==> config.mk <==
export PLATFORM = sky130hd
export DESIGN_NAME = embl_sequence_line_formatter
export DESIGN_NICKNAME = d
export VERILOG_FILES = /design/src/slf_pkg.sv /design/src/slf_front.sv /design/src/slf_desc_queue.sv /design/src/slf_back.sv /design/src/slf_rsp_fifo.sv /design/src/embl_sequence_line_formatter.sv
export SDC_FILE = /design/constraint.sdc
export NUM_CORES = 1
export LEC_CHECK = 0
export ABC_CLOCK_PERIOD_IN_PS = 19600
export BUFFER_PORTS_ARGS = -buffer_cell sky130_fd_sc_hd__buf_4
export CAP_MARGIN = 30
export CORE_AREA = 4 4 191 193
export CTS_CLUSTER_SIZE = 16
export DETAILED_ROUTE_END_ITERATION = 8
export DIE_AREA = 0 0 195 197
export PLACE_DENSITY_LB_ADDON = 0.25
export SETUP_SLACK_MARGIN = 0.5
export SYNTH_ARGS = -nofsm -noshare
export SYNTH_HDL_FRONTEND = slang
export SYNTH_SLANG_ARGS = --single-unit
==> constraint.sdc <==
create_clock -name clock -period 19.6 [get_ports clock]
set_input_delay 5.88 -clock clock [delete_from_list [all_inputs] [get_ports clock]]
set_output_delay 5.88 -clock clock [all_outputs]
set_load 0.01 [all_outputs]
==> src/slf_pkg.sv <==
// shared types and constants for the sequence line formatter
// no dependencies; imported by every module of the block
package slf_pkg;

   // width of the running base count field, in decimal digits
   localparam int NUMBER_DIGITS = 8;
   localparam int BCD_W = 4 * NUMBER_DIGITS;
   localparam int DIGIT_IDX_W = (NUMBER_DIGITS > 1) ? $clog2(NUMBER_DIGITS) : 1;

   localparam int CSR_INDEX_W = 2;
   localparam int CSR_DATA_W = 7;

   // layout register indexes
   typedef enum logic [CSR_INDEX_W-1:0] {
      CSR_LEFT_MARGIN    = 2'd0,
      CSR_GROUP_WIDTH    = 2'd1,
      CSR_BASES_PER_LINE = 2'd2,
      CSR_NUMBER_COLUMN  = 2'd3
   } csr_index_type;

   localparam int DESC_DEPTH = 4;
   localparam int DESC_PTR_W = $clog2(DESC_DEPTH);

   localparam logic [7:0] CH_SPACE = 8'h20;
   localparam logic [7:0] CH_NEWLINE = 8'h0a;
   localparam logic [7:0] CH_ZERO = 8'h30;

   localparam logic [6:0] RUN_MAX = 7'd127;

   // one classified item, handed from the front to the back
   typedef struct packed {
      logic [7:0]       ch;
      logic [3:0]       margin_n;
      logic             close;
      logic             gspace;
      logic [6:0]       pad_n;
      logic [BCD_W-1:0] bcd;
      logic             wrapped;
      logic             last;
      logic             err;
   } desc_type;

   // one character run on the result side
   typedef struct packed {
      logic [7:0] out_char;
      logic [6:0] repeat_count;
      logic       run_last;
      logic       seq_end;
      logic       layout_error;
   } run_type;

endpackage

==> src/slf_front.sv <==
// front end: config registers, line/group/column/count tracking
// turns each accepted base into a descriptor; depends on slf_pkg
module slf_front
   import slf_pkg::*;
(
   input  logic                   clock,
   input  logic                   reset,
   input  logic                   csr_write_enable,
   input  logic [CSR_INDEX_W-1:0] csr_index,
   input  logic [CSR_DATA_W-1:0]  csr_write_data,
   input  logic                   accept,
   input  logic [7:0]             base_char,
   input  logic                   is_last,
   output desc_type               desc_out
);

   localparam logic [3:0] LEFT_MARGIN_RESET = 4'd5;
   localparam logic [5:0] GROUP_WIDTH_RESET = 6'd10;
   localparam logic [6:0] BASES_PER_LINE_RESET = 7'd60;
   localparam logic [6:0] NUMBER_COLUMN_RESET = 7'd72;
   localparam logic [6:0] COLUMN_MAX = 7'd127;

   logic [3:0] left_margin_ff, left_margin_in;
   logic [5:0] group_width_ff, group_width_in;
   logic [6:0] bases_per_line_ff, bases_per_line_in;
   logic [6:0] number_column_ff, number_column_in;

   logic [6:0]       line_fill_ff, line_fill_in;
   logic [5:0]       group_fill_ff, group_fill_in;
   logic [6:0]       out_column_ff, out_column_in;
   logic             column_over_ff, column_over_in;
   logic [BCD_W-1:0] count_bcd_ff, count_bcd_in;
   logic             count_wrapped_ff, count_wrapped_in;

   logic             line_start;
   logic [3:0]       margin_n;
   logic [7:0]       col_sum;
   logic [6:0]       col1;
   logic             over1;
   logic [7:0]       col_gs;
   logic [6:0]       line_fill1;
   logic [5:0]       group_fill1;
   logic             close;
   logic             group_full;
   logic             err;
   logic [6:0]       pad_n;
   logic [BCD_W-1:0] bcd1;
   logic             wrapped1;
   logic             carry;
   logic [3:0]       digit;

   always_comb begin
      left_margin_in = left_margin_ff;
      group_width_in = group_width_ff;
      bases_per_line_in = bases_per_line_ff;
      number_column_in = number_column_ff;
      if (csr_write_enable) begin
         unique case (csr_index_type'(csr_index))
            CSR_LEFT_MARGIN:    left_margin_in = csr_write_data[3:0];
            CSR_GROUP_WIDTH:    group_width_in = csr_write_data[5:0];
            CSR_BASES_PER_LINE: bases_per_line_in = csr_write_data[6:0];
            CSR_NUMBER_COLUMN:  number_column_in = csr_write_data[6:0];
         endcase
      end
   end

   always_comb begin
      line_start = (line_fill_ff == 7'd0);
      margin_n = line_start ? left_margin_ff : 4'd0;
      // column after margin and base, saturating at the last column
      col_sum = (line_start ? 8'd0 : {1'b0, out_column_ff}) + {4'd0, margin_n} + 8'd1;
      col1 = col_sum[7] ? COLUMN_MAX : col_sum[6:0];
      over1 = (!line_start && column_over_ff) || col_sum[7];
      col_gs = {1'b0, col1} + 8'd1;

      line_fill1 = line_fill_ff + 7'd1;
      group_fill1 = group_fill_ff + 6'd1;
      close = is_last || (line_fill1 >= bases_per_line_ff);
      group_full = (group_fill1 >= group_width_ff);
      err = over1 || (col1 > number_column_ff);
      pad_n = err ? 7'd0 : (number_column_ff - col1);

      // decimal increment, ripple over the digits
      bcd1 = count_bcd_ff;
      carry = 1'b1;
      for (int i = 0; i < NUMBER_DIGITS; i++) begin
         digit = count_bcd_ff[4*i +: 4];
         if (carry) begin
            if (digit < 4'd9) begin
               bcd1[4*i +: 4] = digit + 4'd1;
               carry = 1'b0;
            end else begin
               bcd1[4*i +: 4] = 4'd0;
            end
         end
      end
      wrapped1 = count_wrapped_ff || carry;
   end

   always_comb begin
      line_fill_in = line_fill_ff;
      group_fill_in = group_fill_ff;
      out_column_in = out_column_ff;
      column_over_in = column_over_ff;
      count_bcd_in = count_bcd_ff;
      count_wrapped_in = count_wrapped_ff;
      if (accept) begin
         if (close) begin
            line_fill_in = 7'd0;
            if (is_last) begin
               group_fill_in = 6'd0;
               out_column_in = 7'd0;
               column_over_in = 1'b0;
               count_bcd_in = '0;
               count_wrapped_in = 1'b0;
            end else begin
               // a group that fills at the line end emits no space
               group_fill_in = group_full ? 6'd0 : group_fill1;
               out_column_in = col1;
               column_over_in = over1;
               count_bcd_in = bcd1;
               count_wrapped_in = wrapped1;
            end
         end else begin
            line_fill_in = line_fill1;
            count_bcd_in = bcd1;
            count_wrapped_in = wrapped1;
            if (group_full) begin
               group_fill_in = 6'd0;
               out_column_in = col_gs[7] ? COLUMN_MAX : col_gs[6:0];
               column_over_in = over1 || col_gs[7];
            end else begin
               group_fill_in = group_fill1;
               out_column_in = col1;
               column_over_in = over1;
            end
         end
      end
   end

   always_ff @(posedge clock) begin
      if (reset) begin
         left_margin_ff <= LEFT_MARGIN_RESET;
         group_width_ff <= GROUP_WIDTH_RESET;
         bases_per_line_ff <= BASES_PER_LINE_RESET;
         number_column_ff <= NUMBER_COLUMN_RESET;
         line_fill_ff <= 7'd0;
         group_fill_ff <= 6'd0;
         out_column_ff <= 7'd0;
         column_over_ff <= 1'b0;
         count_bcd_ff <= '0;
         count_wrapped_ff <= 1'b0;
      end else begin
         left_margin_ff <= left_margin_in;
         group_width_ff <= group_width_in;
         bases_per_line_ff <= bases_per_line_in;
         number_column_ff <= number_column_in;
         line_fill_ff <= line_fill_in;
         group_fill_ff <= group_fill_in;
         out_column_ff <= out_column_in;
         column_over_ff <= column_over_in;
         count_bcd_ff <= count_bcd_in;
         count_wrapped_ff <= count_wrapped_in;
      end
   end

   always_comb begin
      desc_out.ch = base_char;
      desc_out.margin_n = margin_n;
      desc_out.close = close;
      desc_out.gspace = !close && group_full;
      desc_out.pad_n = pad_n;
      desc_out.bcd = bcd1;
      desc_out.wrapped = wrapped1;
      desc_out.last = is_last;
      // overrun only counts on the base that closes the line
      desc_out.err = close && err;
   end

endmodule

==> src/slf_desc_queue.sv <==
// short descriptor queue between front and back
// depends on slf_pkg for desc_type and depth
module slf_desc_queue
   import slf_pkg::*;
(
   input  logic     clock,
   input  logic     reset,
   input  logic     push,
   input  desc_type desc_in,
   output logic     full,
   input  logic     pop,
   output logic     valid,
   output desc_type desc_out
);

   localparam logic [DESC_PTR_W:0] DEPTH_COUNT = (DESC_PTR_W + 1)'(DESC_DEPTH);

   desc_type entries_ff [DESC_DEPTH];
   logic [DESC_PTR_W-1:0] wr_ptr_ff, wr_ptr_in;
   logic [DESC_PTR_W-1:0] rd_ptr_ff, rd_ptr_in;
   logic [DESC_PTR_W:0]   count_ff, count_in;
   logic                  do_push;
   logic                  do_pop;

   always_comb begin
      full = (count_ff == DEPTH_COUNT);
      valid = (count_ff != '0);
      do_push = push && !full;
      do_pop = pop && valid;
      wr_ptr_in = do_push ? wr_ptr_ff + 1'b1 : wr_ptr_ff;
      rd_ptr_in = do_pop ? rd_ptr_ff + 1'b1 : rd_ptr_ff;
      count_in = count_ff + (DESC_PTR_W + 1)'(do_push) - (DESC_PTR_W + 1)'(do_pop);
      desc_out = entries_ff[rd_ptr_ff];
   end

   always_ff @(posedge clock) begin
      if (reset) begin
         wr_ptr_ff <= '0;
         rd_ptr_ff <= '0;
         count_ff <= '0;
      end else begin
         wr_ptr_ff <= wr_ptr_in;
         rd_ptr_ff <= rd_ptr_in;
         count_ff <= count_in;
      end
   end

   always_ff @(posedge clock) begin
      if (do_push) begin
         entries_ff[wr_ptr_ff] <= desc_in;
      end
   end

endmodule

==> src/slf_back.sv <==
// back end: walks a descriptor piece by piece and merges pieces into runs
// depends on slf_pkg; writes runs into the result buffer
module slf_back
   import slf_pkg::*;
(
   input  logic     clock,
   input  logic     reset,
   input  logic     desc_valid,
   input  desc_type desc_in,
   output logic     desc_pop,
   input  logic     run_ready,
   output logic     run_write,
   output run_type  run_out
);

   typedef enum logic [6:0] {
      PH_START   = 7'b0000001,
      PH_CHAR    = 7'b0000010,
      PH_PAD     = 7'b0000100,
      PH_LEAD    = 7'b0001000,
      PH_DIGIT   = 7'b0010000,
      PH_NEWLINE = 7'b0100000,
      PH_GSPACE  = 7'b1000000
   } phase_type;

   localparam logic [DIGIT_IDX_W-1:0] TOP_IDX = DIGIT_IDX_W'(NUMBER_DIGITS - 1);

   phase_type phase_ff, phase_in;
   logic [DIGIT_IDX_W-1:0] digit_idx_ff, digit_idx_in;
   logic [7:0] acc_ch_ff, acc_ch_in;
   logic [6:0] acc_n_ff, acc_n_in;
   logic       acc_valid_ff, acc_valid_in;
   logic       acc_done_ff, acc_done_in;
   logic       acc_err_ff, acc_err_in;
   logic       acc_seq_ff, acc_seq_in;

   logic [DIGIT_IDX_W:0]   lead;
   logic                   found;
   logic [DIGIT_IDX_W-1:0] first_idx;
   logic [3:0]             digit;
   phase_type              eff;
   phase_type              nxt;
   logic [7:0]             pc;
   logic [6:0]             pn;
   logic                   done;
   logic                   is_nl;
   logic                   step;
   logic                   flush;
   logic                   same;
   logic [7:0]             sum;

   // leading zero digits of the count show as spaces until it wraps
   always_comb begin
      lead = '0;
      found = desc_in.wrapped;
      for (int i = NUMBER_DIGITS - 1; i >= 0; i--) begin
         if (!found && desc_in.bcd[4*i +: 4] == 4'd0) begin
            lead = lead + 1'b1;
         end else begin
            found = 1'b1;
         end
      end
      first_idx = TOP_IDX - lead[DIGIT_IDX_W-1:0];
      digit = desc_in.bcd[4*digit_idx_ff +: 4];
   end

   // current piece and where the walk goes next
   always_comb begin
      eff = (phase_ff == PH_START && desc_in.margin_n == 4'd0) ? PH_CHAR : phase_ff;
      pc = CH_SPACE;
      pn = 7'd1;
      done = 1'b0;
      nxt = phase_ff;
      unique case (eff)
         PH_START: begin
            pn = {3'd0, desc_in.margin_n};
            nxt = PH_CHAR;
         end
         PH_CHAR: begin
            pc = desc_in.ch;
            if (desc_in.close) begin
               if (desc_in.pad_n != 7'd0) begin
                  nxt = PH_PAD;
               end else if (lead != '0) begin
                  nxt = PH_LEAD;
               end else begin
                  nxt = PH_DIGIT;
               end
            end else if (desc_in.gspace) begin
               nxt = PH_GSPACE;
            end else begin
               done = 1'b1;
            end
         end
         PH_PAD: begin
            pn = desc_in.pad_n;
            nxt = (lead != '0) ? PH_LEAD : PH_DIGIT;
         end
         PH_LEAD: begin
            pn = 7'(lead);
            nxt = PH_DIGIT;
         end
         PH_DIGIT: begin
            pc = CH_ZERO + {4'd0, digit};
            nxt = (digit_idx_ff == '0) ? PH_NEWLINE : PH_DIGIT;
         end
         PH_NEWLINE: begin
            pc = CH_NEWLINE;
            done = 1'b1;
         end
         PH_GSPACE: begin
            done = 1'b1;
         end
         default: begin
            done = 1'b1;
         end
      endcase
      if (done) begin
         nxt = PH_START;
      end
      is_nl = (eff == PH_NEWLINE);
   end

   always_comb begin
      step = desc_valid && run_ready;
      // finished item with nothing behind it goes out on its own
      flush = !desc_valid && acc_valid_ff && acc_done_ff && run_ready;
      same = acc_valid_ff && !acc_done_ff && (acc_ch_ff == pc) && (acc_n_ff != RUN_MAX);
      sum = {1'b0, acc_n_ff} + {1'b0, pn};

      phase_in = phase_ff;
      digit_idx_in = digit_idx_ff;
      acc_ch_in = acc_ch_ff;
      acc_n_in = acc_n_ff;
      acc_valid_in = acc_valid_ff;
      acc_done_in = acc_done_ff;
      acc_err_in = acc_err_ff;
      acc_seq_in = acc_seq_ff;

      run_write = 1'b0;
      run_out.out_char = acc_ch_ff;
      run_out.repeat_count = acc_n_ff;
      run_out.run_last = acc_done_ff;
      run_out.seq_end = acc_seq_ff && acc_done_ff;
      run_out.layout_error = acc_err_ff;

      if (step) begin
         if (same) begin
            if (!sum[7]) begin
               acc_n_in = sum[6:0];
            end else begin
               // run is full, the remainder opens a new one
               run_write = 1'b1;
               run_out.repeat_count = RUN_MAX;
               run_out.run_last = 1'b0;
               run_out.seq_end = 1'b0;
               acc_n_in = 7'(sum - 8'd127);
            end
         end else begin
            run_write = acc_valid_ff;
            acc_ch_in = pc;
            acc_n_in = pn;
            acc_valid_in = 1'b1;
            acc_err_in = desc_in.err;
            acc_seq_in = is_nl && desc_in.last;
         end
         acc_done_in = done;
         phase_in = nxt;
         if (eff == PH_DIGIT) begin
            digit_idx_in = digit_idx_ff - 1'b1;
         end else if (nxt == PH_DIGIT) begin
            digit_idx_in = first_idx;
         end
      end else if (flush) begin
         run_write = 1'b1;
         acc_valid_in = 1'b0;
         acc_done_in = 1'b0;
      end
      desc_pop = step && done;
   end

   always_ff @(posedge clock) begin
      if (reset) begin
         phase_ff <= PH_START;
         acc_valid_ff <= 1'b0;
         acc_done_ff <= 1'b0;
      end else begin
         phase_ff <= phase_in;
         acc_valid_ff <= acc_valid_in;
         acc_done_ff <= acc_done_in;
      end
   end

   always_ff @(posedge clock) begin
      digit_idx_ff <= digit_idx_in;
      acc_ch_ff <= acc_ch_in;
      acc_n_ff <= acc_n_in;
      acc_err_ff <= acc_err_in;
      acc_seq_ff <= acc_seq_in;
   end

endmodule

==> src/slf_rsp_fifo.sv <==
// two-entry result buffer in front of the result ports
// depends on slf_pkg for run_type
module slf_rsp_fifo
   import slf_pkg::*;
(
   input  logic    clock,
   input  logic    reset,
   input  logic    write,
   input  run_type run_in,
   output logic    full,
   input  logic    pop,
   output logic    empty,
   output run_type run_out
);

   run_type entries_ff [2];
   logic       wr_ptr_ff, wr_ptr_in;
   logic       rd_ptr_ff, rd_ptr_in;
   logic [1:0] count_ff, count_in;
   logic       do_write;
   logic       do_pop;

   always_comb begin
      full = (count_ff == 2'd2);
      empty = (count_ff == 2'd0);
      do_write = write && !full;
      do_pop = pop && !empty;
      wr_ptr_in = do_write ? !wr_ptr_ff : wr_ptr_ff;
      rd_ptr_in = do_pop ? !rd_ptr_ff : rd_ptr_ff;
      count_in = count_ff + 2'(do_write) - 2'(do_pop);
      run_out = entries_ff[rd_ptr_ff];
   end

   always_ff @(posedge clock) begin
      if (reset) begin
         wr_ptr_ff <= 1'b0;
         rd_ptr_ff <= 1'b0;
         count_ff <= 2'd0;
      end else begin
         wr_ptr_ff <= wr_ptr_in;
         rd_ptr_ff <= rd_ptr_in;
         count_ff <= count_in;
      end
   end

   always_ff @(posedge clock) begin
      if (do_write) begin
         entries_ff[wr_ptr_ff] <= run_in;
      end
   end

endmodule

==> src/embl_sequence_line_formatter.sv <==
// Formats a stream of sequence bases into EMBL-style text lines given as character runs
// (a character and a repeat count). A base is taken whenever full is low; the front end
// classifies it in the cycle it is accepted and parks it in a four-deep queue, so intake
// is one base per cycle until that queue fills. The back end emits one piece per cycle
// while the result buffer has room: a base inside a line is one piece, with one more when
// a group space follows and one more for a nonzero margin at a line start, and a line end
// adds the padding and the lead spaces when there are any, one piece per shown digit (up
// to NUMBER_DIGITS) and one for the newline. Sustained throughput is therefore set by the
// back end's piece walk. Results leave through a two-entry buffer, one run per cycle
// while pop is held high; the final run of a base is held until the next base's first
// piece or until the back end goes idle.
// depends on slf_pkg, slf_front, slf_desc_queue, slf_back, slf_rsp_fifo
module embl_sequence_line_formatter
   import slf_pkg::*;
(
   input  logic                   clock,
   input  logic                   reset,
   input  logic                   push,
   output logic                   full,
   input  logic [7:0]             req_base_char,
   input  logic                   req_is_last,
   output logic                   empty,
   input  logic                   pop,
   output logic [7:0]             rsp_out_char,
   output logic [6:0]             rsp_repeat_count,
   output logic                   rsp_run_last,
   output logic                   rsp_seq_end,
   output logic                   rsp_layout_error,
   input  logic                   csr_write_enable,
   input  logic [CSR_INDEX_W-1:0] csr_index,
   input  logic [CSR_DATA_W-1:0]  csr_write_data
);

   logic     accept;
   desc_type front_desc;
   desc_type queue_desc;
   logic     desc_valid;
   logic     desc_pop;
   logic     rsp_full;
   logic     run_write;
   run_type  back_run;
   run_type  rsp_run;

   assign accept = push && !full;

   slf_front u_front (
      .clock            (clock),
      .reset            (reset),
      .csr_write_enable (csr_write_enable),
      .csr_index        (csr_index),
      .csr_write_data   (csr_write_data),
      .accept           (accept),
      .base_char        (req_base_char),
      .is_last          (req_is_last),
      .desc_out         (front_desc)
   );

   slf_desc_queue u_desc_queue (
      .clock    (clock),
      .reset    (reset),
      .push     (accept),
      .desc_in  (front_desc),
      .full     (full),
      .pop      (desc_pop),
      .valid    (desc_valid),
      .desc_out (queue_desc)
   );

   slf_back u_back (
      .clock      (clock),
      .reset      (reset),
      .desc_valid (desc_valid),
      .desc_in    (queue_desc),
      .desc_pop   (desc_pop),
      .run_ready  (!rsp_full),
      .run_write  (run_write),
      .run_out    (back_run)
   );

   slf_rsp_fifo u_rsp_fifo (
      .clock   (clock),
      .reset   (reset),
      .write   (run_write),
      .run_in  (back_run),
      .full    (rsp_full),
      .pop     (pop),
      .empty   (empty),
      .run_out (rsp_run)
   );

   assign rsp_out_char = rsp_run.out_char;
   assign rsp_repeat_count = rsp_run.repeat_count;
   assign rsp_run_last = rsp_run.run_last;
   assign rsp_seq_end = rsp_run.seq_end;
   assign rsp_layout_error = rsp_run.layout_error;

   // the sequence ends only on a newline that closes its item
   a_seq_end_newline: assert property (@(posedge clock) disable iff (reset)
      (!empty && rsp_seq_end) |-> (rsp_run_last && rsp_out_char == CH_NEWLINE))
      else $error("seq_end on a run that is not the closing newline");

   a_run_not_empty: assert property (@(posedge clock) disable iff (reset)
      !empty |-> (rsp_repeat_count != 7'd0))
      else $error("result run with zero repeat count");

   a_pop_when_valid: assert property (@(posedge clock) disable iff (reset)
      desc_pop |-> desc_valid)
      else $error("back end finished an item with the queue empty");

   a_write_has_room: assert property (@(posedge clock) disable iff (reset)
      run_write |-> !rsp_full)
      else $error("run written into a full result buffer");

endmodule

==> metrics.cfg, run 1 <==
[setup_path]
start_kind=flip-flop
cp-end-kind=flip-flop
critical_path_class=flip-flop to flip-flop
r2r_end=u_rsp_fifo.entries_ff[1][10]
regToRegSetupSlack_ps=10270
required_ps=19750
cp.arrival_ps=9480
slowest_delay_ps=690
crit_fanout=40
r2r_cells=33
path_common_cell=ha_1
crit_slowest_cell=dfxtp_2

[run]
max-cap-violations=0

[synthesis]
ys.flop_type=edfxtp_1
synth-edff-count=280
synth_top_cell_area_share_pct=47.1
synth_area_per_cell_um2=12.7
synth_nets=1493
netlist_area_mm2=0.0178
synthArstFlopShare_pct=0
synth_top_area_cell=edfxtp_1
netlist_instances=1400
yosysWarnings=0
synthTopCellsByArea=edfxtp_1 47%, dfxtp_1 11%, mux4_2 7.2%, ha_1 4.7%, nor2_1 2.8%
ys_seq_area_share_pct=58.4
synth.ff_latch_count=381
yosysUniqueCellTypes=69

[power_and_ir_drop]
power_density_mw_per_mm2=122
seqPwrFrac_pct=43.3
p_switching_uw=701
vdd_drop_max_mv=0.0707
p_int_mw=1.74
switching_share_pct=28.7
power_leakage_nw=7.31
comb_power_share_pct=24.8
clockPowerShare_pct=31.9
finalPower_mw=2.44

[floorplanning]
initial_core_util_pct=51.7
die_w_um=195
row_count=68
die_h_um=197
design.die.area_mm2=0.0384
boundaryPins=43
core_region_area_mm2=0.0345

[finish]
layout-drive-gt1-share_pct=15.1
area_delta_synth_final_pct=12.3
nets=1543
diodes=0
final_cell_area_mm2=0.0200

[drt]
drt_iter0_markers=814
firstDrtPassIters=5
wl_per_cell_um=18.9
drcViolationCount=0
routed_wl_um=36500
vias_per_cell=5.76
dr_total_vias=11142
drtAntennaViolNets=0

[clock_network]
cts.htree.levels=2
clk_latency_ps=530
cts_hold_buf=0
cts_buffers=41
post-cts-setup-buffers=0
postCtsResizedCells=0
clk_pin_slew_ps=60
cts_tree=yes
clkSinkCount=381
cts-root-buf=clkbuf_16
clockBufferDepth=3

[timing]
slew_headroom_pct=39.2
finalHoldViolations=0
fin_ws_ps=10270
fin_crit_ps=9330
final.period_utilization_pct=47.6
tns_ps=0
fmax_mhz=107
slew_viol_final=0
setup_violations=0
fin_skew_ps=24.7
worst_slew_pin_slew_ps=910
hold-worst-slack_ps=461
rsz0062_at_grt=false

[grt]
grt_max_degree=93
antenna_found_initial=0
grt_usage_pct=19.2
grt_pass1_wl_um=60000
grt_pass1_vias=11092
overflow=0

[placement]
post-place-ws_ps=10240
dpl_cell_area_mm2=0.0187
globalplace.congestion=0.885
place_hpwl_um=24300
port_buffers=42

[outcome]
status=finished clean

[worst_hold_path]
hold_path_depth=2
hp-class=flip-flop to flip-flop
worstHoldStart=u_front.bases_per_line_ff[6]
holdPathEnd=u_front.bases_per_line_ff[6]

-- cells in the final DEF (no fill, tap or decap), types with 8 or more instances in the layout --
cell type	instances
a22oi_1	39
xnor2_1	33
mux2_2	26
nand3b_1	10
dfxtp_1	99
buf_4	58
edfxtp_1	280
clkbuf_16	43
xor2_1	24
nor4_1	12
nor2b_1	20
ha_1	67
o21ai_0	61
and3_1	11
and2_1	17
nor2_1	130
nand2b_1	17
a21oi_1	60
nor3_1	18
mux2i_1	20
inv_1	70
mux4_2	57
a21o_1	15
o21a_1	8
nand2_1	95
nand3_1	43
clkbuf_1	12
-- sequential cells by signal (all words and copies together), names as in the netlist, 6 cells and up, named ones only --
name and cells:
u_desc_queue.entries_ff 224, u_rsp_fifo.entries_ff 36, u_front.count_bcd_ff 32, u_back.acc_ch_ff 8
u_back.acc_n_ff 7, u_back.phase_ff 7, u_front.bases_per_line_ff 7, u_front.line_fill_ff 7
u_front.number_column_ff 7, u_front.out_column_ff 7, u_front.group_fill_ff 6, u_front.group_width_ff 6
-- critical path, delay by kind of cell (launching register included) --
family	cells	cell delay, ps
flops	1	690
buf+inv	3	770
compound gates	12	2520
mux	4	730
simple gates	6	1660
fa+ha+maj	7	2310
xor+xnor	1	230
-- synthesized netlist by cell type, drive strengths merged (33+ instances only) --
master,n
mux4,61
a22oi,39
o21ai,68
nor2,131
a21oi,61
dfxtp,101
xnor2,33
edfxtp,280
ha,67
nand3,44
clkbuf,40
nand2,95
inv,71
-- layout make-up --
| cell class | instances | area [um^2] |
|---|---|---|
| Clock buffer | 55 | 1120 |
| Inverter | 71 | 267 |
| Clock inverter | 17 | 244 |
| Tap cell | 455 | 569 |
| Sequential cell | 381 | 10400 |
| Timing Repair Buffer | 60 | 468 |
| Fill cell | 2783 | 14500 |
| Multi-Input combinational cell | 895 | 6940 |
-- per-stage QoR --
| step | util, % | instances |
|---|---|---|
| 2_1_floorplan | - | 1400 |
| 3_3_place_gp | 53.9 | 1858 |
| 3_5_place_dp | 54.0 | 1861 |
| 4_1_cts | 58.0 | 1933 |
| 5_1_grt | 58.0 | 1934 |
| 6_report | 58.0 | 1934 |
-- how the worst max path moves through the flow --
stage,to,cells past startpoint,slack (ps)
floorplan,u_rsp_fifo.entries_ff[0][0],34,11380
global placement,u_rsp_fifo.entries_ff[1][10],33,10550
detailed placement,u_rsp_fifo.entries_ff[1][11],33,10240
CTS,u_rsp_fifo.entries_ff[1][12],33,10240
global route,u_rsp_fifo.entries_ff[1][10],33,9520
finish,u_rsp_fifo.entries_ff[1][10],33,10270
-- logic make-up after synthesis --
kind of cell	Yosys count	share of synthesized area, %
multiplexers	107	10.5
flip-flops	381	58.4
AND/OR/NAND/NOR	420	11.9
AO/OA/AOI/OAI	240	8.45
adder cells (fa/ha/maj)	70	5.03
buffers and inverters	124	2.74
XOR/XNOR	58	2.89
-- per-layer routing --
metal	track usage, %	wire length, um
met1	27.2	16300
met2	31.8	17700
met3	2.65	1800
met4	4.73	713
met5	0	0
-- power groups by stage --
stage	Combinational, mW	Sequential [mW]	Clock, mW
finish	0.606	1.06	0.781
global route	0.672	1.07	0.837
floorplan	0.457	1.04	0
global placement	0.591	1.07	0
detailed placement	0.605	1.07	0
CTS	0.609	1.06	0.799
No activity file was read; power rests on OpenSTA's default activity.
==> run 2, diff against run 1 <==
Settings changed: ABC_CLOCK_PERIOD_IN_PS 19600 to 9330.
Clock period 19.6 ns to 9.33 ns, I/O delays scaled along.
==> metrics.cfg, run 2 (synthesized netlist as in run 1, its figures left out) <==
[power_and_ir_drop]
vdd_drop_max_mv=0.135
power_density_mw_per_mm2=256
power_leakage_nw=7.34

[floorplanning]
initial_core_util_pct=51.7
core_region_area_mm2=0.0345
design.die.area_mm2=0.0384
boundaryPins=43
die_h_um=197
row_count=68
die_w_um=195

[grt]
overflow=0
antenna_found_initial=0
met2_usage_pct=32.8
grt_max_degree=62
grtUsageMet1_pct=25.9
grt_usage_pct=19.1
globalRouteMet3Util_pct=2.68
busiest_layer=met2
grt_pass1_vias=11140
grt_pass1_wl_um=59400

[finish]
largest_register_ffs=224
area_delta_synth_final_pct=12.5
diodes=0
largest_register=u_desc_queue.entries_ff
final_common_cell=edfxtp_1
reg_top3=u_desc_queue.entries_ff: 224 flops, u_rsp_fifo.entries_ff: 36 flops, u_front.count_bcd_ff: 32 flops
nets=1549
mostFrequentLayoutCells=280 x edfxtp_1, 130 x nor2_1, 99 x dfxtp_1
final_cells=1940
fin_util_pct=58.1
layout-drive-gt1-share_pct=15.8

[drt]
wl_per_cell_um=19.0
drt_iter0_markers=800
vias_per_cell=5.82
drcViolationCount=0
routed_wl_um=36900
dr_total_vias=11299
drtAntennaViolNets=0
firstDrtPassIters=5

[worst_hold_path]
worstHoldStart=u_back.acc_err_ff
hold_path_depth=0
holdPathEnd=u_rsp_fifo.entries_ff[0][0]
hp-class=flip-flop to flip-flop

[clock_network]
cts_hold_buf=0
clkSinkCount=381
cts_tree=yes
cts-root-buf=clkbuf_16
clockBufferDepth=3
clk_latency_ps=530
clk_pin_slew_ps=70
cts.htree.levels=2
cts_buffers=40

[run]
max-cap-violations=0

[setup_path]
cp-end-kind=flip-flop
path_common_cell=ha_1
cp.arrival_ps=8620
crit_buf_inv=3
r2r_end=u_rsp_fifo.count_ff[1]
start_kind=flip-flop
required_ps=9720
critical_path_class=flip-flop to flip-flop
r2r_cells=36
cp_top_family=adder cells
crit_slowest_cell=dfxtp_2
cp.depth=36
slowest_delay_ps=680
regToRegSetupSlack_ps=1110
crit_fanout=20

[placement]
globalplace.congestion=0.882
dp_cells=1861
post-place-ws_ps=465
place_hpwl_um=24900
port_buffers=42

[timing]
setup_violations=0
fin_skew_ps=17.9
fmax_mhz=122
worst_slew_pin_slew_ps=918
final.period_utilization_pct=88.1
tns_ps=0
fin_crit_ps=8220
fin_ws_ps=1110
rsz0062_at_grt=false
finalHoldViolations=0
slew_viol_final=0
slew_headroom_pct=38.3
hold-worst-slack_ps=451

[outcome]
status=finished clean

## run 2: cell count changes in the layout (fill, tap and decap cells not counted), moves of 2 or more
cell / previous run / this run
clkbuf_8: 0 / 2
clkbuf_16: 43 / 41
buf_4: 58 / 65
clkinv_1: 3 / 5
clkbuf_1: 12 / 7
## run 2: power by group
part,switching (mW),internal [mW]
logic,0.740,0.571
registers,0.116,2.10
clock network,0.633,0.988
## run 2: what timing repair did
item,4_1_cts,5_1_grt
gates resized for setup,1,1
endpoints found under the setup margin,18,59
setup buffers,0,6
pin swaps,0,1
## run 2: metal layers
layer | vias up | wire, um
li1 | 5362 | -
met1 | 5572 | 16000
met2 | 290 | 18100
met3 | 75 | 1860
met4 | 0 | 826
met5 | - | 0
## run 2: worst max-delay path by stage
stage / to / start
after floorplan: u_rsp_fifo.entries_ff[0][0] / flip-flop
after global placement: u_rsp_fifo.entries_ff[1][10] / flip-flop
after detailed placement: u_rsp_fifo.entries_ff[1][11] / flip-flop
after CTS: u_rsp_fifo.entries_ff[1][7] / flip-flop
after global routing: u_rsp_fifo.count_ff[1] / flip-flop
final: u_rsp_fifo.count_ff[1] / flip-flop
## run 2: layout make-up
class	instances	area (um^2)
fill	2820	14500
clock inverter	21	265
inverter	71	267
tap	455	569
multi-input combinational	895	6950
clock buffer	50	1080
timing repair buffer	67	520
sequential	381	10400
## run 2: per-stage QoR
step	power (mW)	instance area, um^2
CTS	5.17	20000
finish	5.15	20100
detailed placement	3.55	18700
global placement	3.51	18600
floorplan	3.15	17800
global route	5.41	20100
